File: src/hw/rtl/rsie_pkg.sv
// ----------------------------------------------------------------------------
// rsie_pkg: shared types and constants
// Operation codes, queue entry type and sizes of the instruction executor.
// ----------------------------------------------------------------------------
package rsie_pkg;

  localparam int MEM_BYTES = 65536;
  localparam int MEM_AW    = $clog2(MEM_BYTES);
  localparam int PC_LINES  = 65536;
  localparam int PC_W      = $clog2(PC_LINES);
  localparam logic [4:0] SP_REG = 5'd2;
  localparam logic [4:0] RA_REG = 5'd1;
  localparam logic [15:0] STACK_LIMIT_RST = 16'd1024;

  typedef enum logic [4:0] {
    OP_LI = 5'd0, OP_LA = 5'd1, OP_MV = 5'd2, OP_ADD = 5'd3, OP_ADDI = 5'd4,
    OP_SUB = 5'd5, OP_MUL = 5'd6, OP_DIV = 5'd7, OP_DIVU = 5'd8, OP_REM = 5'd9,
    OP_UREM = 5'd10, OP_SLLI = 5'd11, OP_XOR = 5'd12, OP_XORI = 5'd13,
    OP_SEQZ = 5'd14, OP_SNEZ = 5'd15, OP_SLT = 5'd16, OP_SGT = 5'd17,
    OP_J = 5'd18, OP_BNEZ = 5'd19, OP_JAL = 5'd20, OP_RET = 5'd21,
    OP_LW = 5'd22, OP_SW = 5'd23
  } op_t;

  // Instruction class set by the front end.
  typedef enum logic [1:0] {
    CL_ALU = 2'd0, CL_DIV = 2'd1, CL_MEM = 2'd2, CL_CTL = 2'd3
  } cls_t;

  typedef struct packed {
    logic [4:0]  mode;
    cls_t        cls;
    logic [4:0]  rd;
    logic [4:0]  ra;
    logic [4:0]  rb;
    logic [31:0] imm;
    logic [15:0] target;
  } instr_t;

  typedef enum logic [2:0] {
    ST_IDLE, ST_EXEC, ST_DIV, ST_LOAD, ST_OUT
  } exec_state_t;

endpackage

File: src/hw/rtl/rsie_front.sv
// ----------------------------------------------------------------------------
// rsie_front: instruction intake
// Accepts items, classifies them and keeps a two-entry queue for the back end.
// ----------------------------------------------------------------------------
module rsie_front (
  input  logic                 clk,
  input  logic                 rst_n,
  input  logic                 in_valid,
  output logic                 in_ready,
  input  logic [4:0]           in_mode,
  input  logic [4:0]           in_rd,
  input  logic [4:0]           in_ra,
  input  logic [4:0]           in_rb,
  input  logic [31:0]          in_imm,
  input  logic [15:0]          in_target,
  output logic                 q_valid,
  input  logic                 q_pop,
  output rsie_pkg::instr_t     q_data
);
  import rsie_pkg::*;

  instr_t     mem_r [2];
  logic       wp_r, rp_r;
  logic [1:0] cnt_r;
  logic       push;
  cls_t       cls;

  always_comb begin
    unique case (in_mode) inside
      OP_DIV, OP_DIVU, OP_REM, OP_UREM: cls = CL_DIV;
      OP_LW, OP_SW:                     cls = CL_MEM;
      OP_J, OP_BNEZ, OP_JAL, OP_RET:    cls = CL_CTL;
      default:                          cls = CL_ALU;
    endcase
  end

  assign in_ready = (cnt_r != 2'd2);
  assign push     = in_valid && in_ready;
  assign q_valid  = (cnt_r != 2'd0);
  assign q_data   = mem_r[rp_r];

  always_ff @(posedge clk) begin
    if (push) begin
      mem_r[wp_r] <= '{mode: in_mode, cls: cls, rd: in_rd, ra: in_ra, rb: in_rb,
                       imm: in_imm, target: in_target};
    end
  end

  always_ff @(posedge clk) begin
    if (!rst_n) begin
      wp_r <= 1'b0; rp_r <= 1'b0; cnt_r <= 2'd0;
    end else begin
      if (push) wp_r <= ~wp_r;
      if (q_pop) rp_r <= ~rp_r;
      cnt_r <= cnt_r + {1'b0, push} - {1'b0, q_pop};
    end
  end

endmodule

File: config.mk
export PLATFORM = sky130hd
export DESIGN_NAME = rsie_front
export DESIGN_NICKNAME = d
export VERILOG_FILES = /design/src/hw/rtl/rsie_pkg.sv /design/src/hw/rtl/rsie_front.sv
export SDC_FILE = /design/constraint.sdc
export NUM_CORES = 1
export LEC_CHECK = 0
export BUFFER_PORTS_ARGS = -buffer_cell sky130_fd_sc_hd__buf_2
export CELL_PAD_IN_SITES_DETAIL_PLACEMENT = 1
export CELL_PAD_IN_SITES_GLOBAL_PLACEMENT = 1
export CORE_MARGIN = 2
export CORE_UTILIZATION = 45
export CTS_CLUSTER_DIAMETER = 30
export DETAILED_ROUTE_END_ITERATION = 6
export PLACE_DENSITY = 0.79
export SETUP_SLACK_MARGIN = 0.5
export SYNTH_ARGS = -nofsm -noshare
export SYNTH_HDL_FRONTEND = slang
export SYNTH_SLANG_ARGS = --single-unit
export TNS_END_PERCENT = 30
File: constraint.sdc
create_clock -name clk -period 3.6 [get_ports clk]
set_clock_uncertainty 0.15 [all_clocks]
set_input_delay 0.72 -clock clk [delete_from_list [all_inputs] [get_ports clk]]
set_output_delay 0.72 -clock clk [all_outputs]
set_load 0.01 [all_outputs]
; Yosys cells after proc, flatten, opt, wreduce, memory -nomap -nowiden
; Memories as Yosys holds them, arrays and structs flattened. A register that Yosys moved wholly into a read port is not among the register bits.
; Cells that the tools add are included.
[totals]
n_memories = 1
input_bits = 72
ff_bits = 4
word_cells = 29
mem_bits_rw = 140
out_inout_bits = 72
[classes]
n_reduce_logical = 5
bitwise = 2
add_sub_neg = 2
eq_ne = 11
mux = 5
[mem_list]
columns = memory, words, width, read_ports, rd_ports_with_merged_regs, wr, line_no
row1 = mem_r, 2, 70, 1, 1, 1, rsie_front.sv:22  ; instr_t mem_r [2];
[ops]
columns = cell, count
row1 = == test 5 bit (second input constant), 6
row2 = == test 5 x 4 -> 1 bit (second input constant), 3
row3 = OR reduction 4 bit, 2
row4 = one-hot mux 2 bit (3 select lines), 1
row5 = == test 5 x 3 -> 1 bit (second input constant), 1
row6 = 2-to-1 mux 1 bit, 4
row7 = adder 2 x 1 -> 2 bit, 1
row8 = != test 2 bit (second input constant), 1
row9 = NOT 1 bit, 2
row10 = nonzero test 2 bit, 1
row11 = OR reduction 2 bit, 1
row12 = subtractor 2 x 1 -> 2 bit, 1
row13 = logical AND 1 bit, 1

; Longest topological paths before layout
[depth]
word_depth = 4
depth_mapped = 8
ltp_nobuf = 8

; Least setup slack after synthesis
; Ideal clock, no wire load.
[synth_path]
path_type = input to register
from = in in_valid
to = mem mem_r[1][0] (netlist name) (enable)
arrival_ns = 2.410
path_buffers = 0
cell_stages = 1
setup_slack_ns = 0.604
cell_sequence = and3_1
[synth_via]
elab_chain_len = 3
[synth_rtl]
columns = element, line_no
row1 = "start, declared", rsie_front.sv:8  ; input logic in_valid,
row2 = logical AND 1 bit, rsie_front.sv:38  ; assign push = in_valid && in_ready;
row3 = 2-to-1 mux 1 bit, rsie_front.sv:43  ; if (push) begin
row4 = 2-to-1 mux 1 bit (implied by the code), rsie_front.sv:44  ; mem_r[wp_r] <= '{mode: in_mode, cls: cls, rd: in_rd, ra: in_ra, rb: in_rb,
row5 = "end, declared", rsie_front.sv:22
; Every way passes these cells.

==> impl_metrics.ini <==
[clock_network]
cts-root-buf = sky130_fd_sc_hd__clkbuf_16
post_cts.repair.setup_buffers = 0
postCtsHoldBufs = 0
clk_path_buf_depth = 2
clock_tree.htree_level_count = 4
postCtsResizedCells = 0
tritoncts = built
cts.sinks = 145
clock_latency_ns = 0.40
cts.clk_slew.worst_paths_ns = 0.06
cts_inserted_buffers = 17

[routing]
route.vias.total = 2771
drt_wl_total_mm = 10.3
drt_iter0_drc = 135
drt_pre_antenna_iters = 4
routed_wire_length_per_instance_um = 17.4
drc_errors = 0
postRouteAntennaNets = 0
vias_per_cell = 4.68

[setup_path]
slowest_stage = sky130_fd_sc_hd__dfxtp_4
timing.setup.critical_path_class = reg2out
cp-end-kind = output port
worstPathArrival_ns = 1.92
timing.critical_path.from_type = register
critical_path.max_stage_delay_ns = 0.55
critPathRequiredTime_ns = 2.73
crit_path_cell_trace = buf_4 -> mux2_4 -> buf_2
critical_path.max_fanout = 23

[placed_design]
gp_routability_congestion = 0.673
dpl.cell_count = 560
detailedPlacementHpwl_mm = 7.02
post-place-ws_ns = 1.22
buffer_ports.inserted = 143
placedInstanceArea_um2 = 6520

[grt]
first_global_vias = 2849
grt_max_degree = 71
grt_pass1_wl_mm = 15.0
globalRouteOverflowTotal = 0
groute.usage.overall = 0.154
grt_antenna_before_repair = 0

[synth]
post-synth-top-area-cell = sky130_fd_sc_hd__edfxtp_1
synth_area_per_cell_um2 = 22.7
synth_cells = 250
netlist_area_um2 = 5690
synth.distinct_cells = 22
postSynthNetCount = 324
synth_sequential_area_ratio = 0.757
yosys.area.top_type_share = 0.739
ys_warn_count = 0
synthTopCellsByArea = sky130_fd_sc_hd__edfxtp_1 74%, sky130_fd_sc_hd__mux2_4 18%, sky130_fd_sc_hd__buf_12 2.5%
synth_seq_cells = 145

[run_status]
status = completed

[floorplan]
floorplan.die.height_um = 116
io_pins = 144
chipWidth_um = 116
floorplan.initialDensity = 0.456
coreArea_um2 = 12500
dieArea_um2 = 13500
placementRows = 41

[sta]
worst-slew-pin-transition_ns = 1.00
max_freq_ghz = 0.359
number_of_failing_hold_endpoints_at_the_final_stage = 0
timing.final.max_slew_violations = 0
rsz_0062_raised_after_global_routing = no
timing.final.setup_violations = 0
final_total_negative_setup_slack_ns = 0
postLayoutSetupSlackWorst_ns = 0.813
final.period_utilization = 0.774
slew-limit-headroom = 0.332
post-route-min-period_ns = 2.79

[power]
power_density_normalized_to_cell_area_nw_per_um2 = 637
leakage_component_of_the_power_nw = 2.80
ir_drop_mv = 0.331

[layout]
synth_to_final_area_change_pct = 23.7
stdcell_area_um2 = 7030
finish.net_count = 481
final_instance_count_excl_fillers = 592
antennaDiodeCount = 0
drive_above_1_share = 0.576

[run]
maxCapViolations = 0

[hold_path]
min-delay-path-class = in2reg
==> worst paths after layout <==
path                            start                     end  slack, ns  cells after the start
hold reg to reg     rp_r$_SDFFE_PN0P_                register       0.42                      2
hold / removal           in_target[0]   mem_r[1][0]$_DFFE_PP_       0.35                      1
setup reg to reg  cnt_r[0]$_SDFF_PN0_  mem_r[1][53]$_DFFE_PP_       1.61                      2
setup / recovery             register              q_data[27]       0.81                      3
==> registers in the layout, summed over array words and instances (netlist names), named ones only <==
register / flops
mem_r: 140
cnt_r: 2
rp_r: 1
wp_r: 1
==> Yosys cell counts <==
| master | n |
|---|---|
| sky130_fd_sc_hd__a211oi_1 | 1 |
| sky130_fd_sc_hd__xor2_1 | 1 |
| sky130_fd_sc_hd__nand2b_1 | 2 |
| sky130_fd_sc_hd__nor2_1 | 4 |
| sky130_fd_sc_hd__buf_12 | 7 |
| sky130_fd_sc_hd__mux2_4 | 70 |
| sky130_fd_sc_hd__a21oi_1 | 2 |
| sky130_fd_sc_hd__nor3b_1 | 1 |
| sky130_fd_sc_hd__nand2_1 | 1 |
| sky130_fd_sc_hd__inv_1 | 3 |
| sky130_fd_sc_hd__a311oi_1 | 1 |
| sky130_fd_sc_hd__and3_1 | 1 |
| sky130_fd_sc_hd__and2_1 | 1 |
| sky130_fd_sc_hd__a21bo_2 | 1 |
| sky130_fd_sc_hd__or2_2 | 1 |
| sky130_fd_sc_hd__nand3b_1 | 2 |
| sky130_fd_sc_hd__edfxtp_1 | 140 |
| sky130_fd_sc_hd__ha_1 | 2 |
| sky130_fd_sc_hd__buf_6 | 1 |
| sky130_fd_sc_hd__a21o_1 | 1 |
| sky130_fd_sc_hd__xnor2_1 | 2 |
| sky130_fd_sc_hd__dfxtp_1 | 5 |
==> stage by stage <==
stage	utilization	hold WS, ns	power (W)
after CTS	0.564	0.331	0.00454
after floorplan	-	0.330	0.00273
final	0.564	0.352	0.00448
after global routing	0.564	0.331	0.00466
after global placement	0.523	0.347	0.00297
after detailed placement	0.523	0.382	0.00301
==> layout by cell type, fill, tap and decap left out, drive strengths merged, types with 2 or more instances in the layout <==
| cell | synthesis | routed |
|---|---|---|
| buf | 8 | 146 |
| edfxtp | 140 | 140 |
| ha | 2 | 2 |
| a21oi | 2 | 2 |
| dfxtp | 5 | 5 |
| inv | 3 | 2 |
| clkinv | 0 | 11 |
| clkbuf | 0 | 21 |
| nand2b | 2 | 2 |
| nand3b | 2 | 2 |
| nor2 | 4 | 4 |
| xnor2 | 2 | 2 |
| mux2 | 70 | 70 |
==> critical path: cells and delay by family (launching register included) <==
kind / cells / cell delay (ns)
buf+inv: 2 / 0.59
flops: 1 / 0.55
mux: 1 / 0.34
==> metal layers <==
metal	part of all wire	track usage	routed length (um)
met1	0.40	0.176	4070
met2	0.53	0.265	5450
met3	0.060	0.0514	620
met5	0	0	0
met4	0.015	0.0698	157
==> power by group <==
part / internal (W) / switching (W)
Clock: 0.000927 / 0.000589
Combinational: 0.000381 / 0.000386
Sequential: 0.00212 / 0.0000726
==> cell type report <==
cell class	count	area [um2]
fill	1196	5430
sequential	145	4310
multi-input combinational	94	1220
timing repair buffer	146	763
clock buffer	21	440
tap	172	215
clock inverter	11	71.3
inverter	3	12.5
==> kinds of logic after synthesis <==
logic type,synth area share
AOI/OAI and AO/OA,0.00770
xor gates and xnor gates,0.00462
adders and majority gates,0.00440
buffers and inverters,0.0286
DFF,0.757
muxes,0.185
and+or+nand+nor,0.0128
No activity file was read; power rests on OpenSTA's default activity.
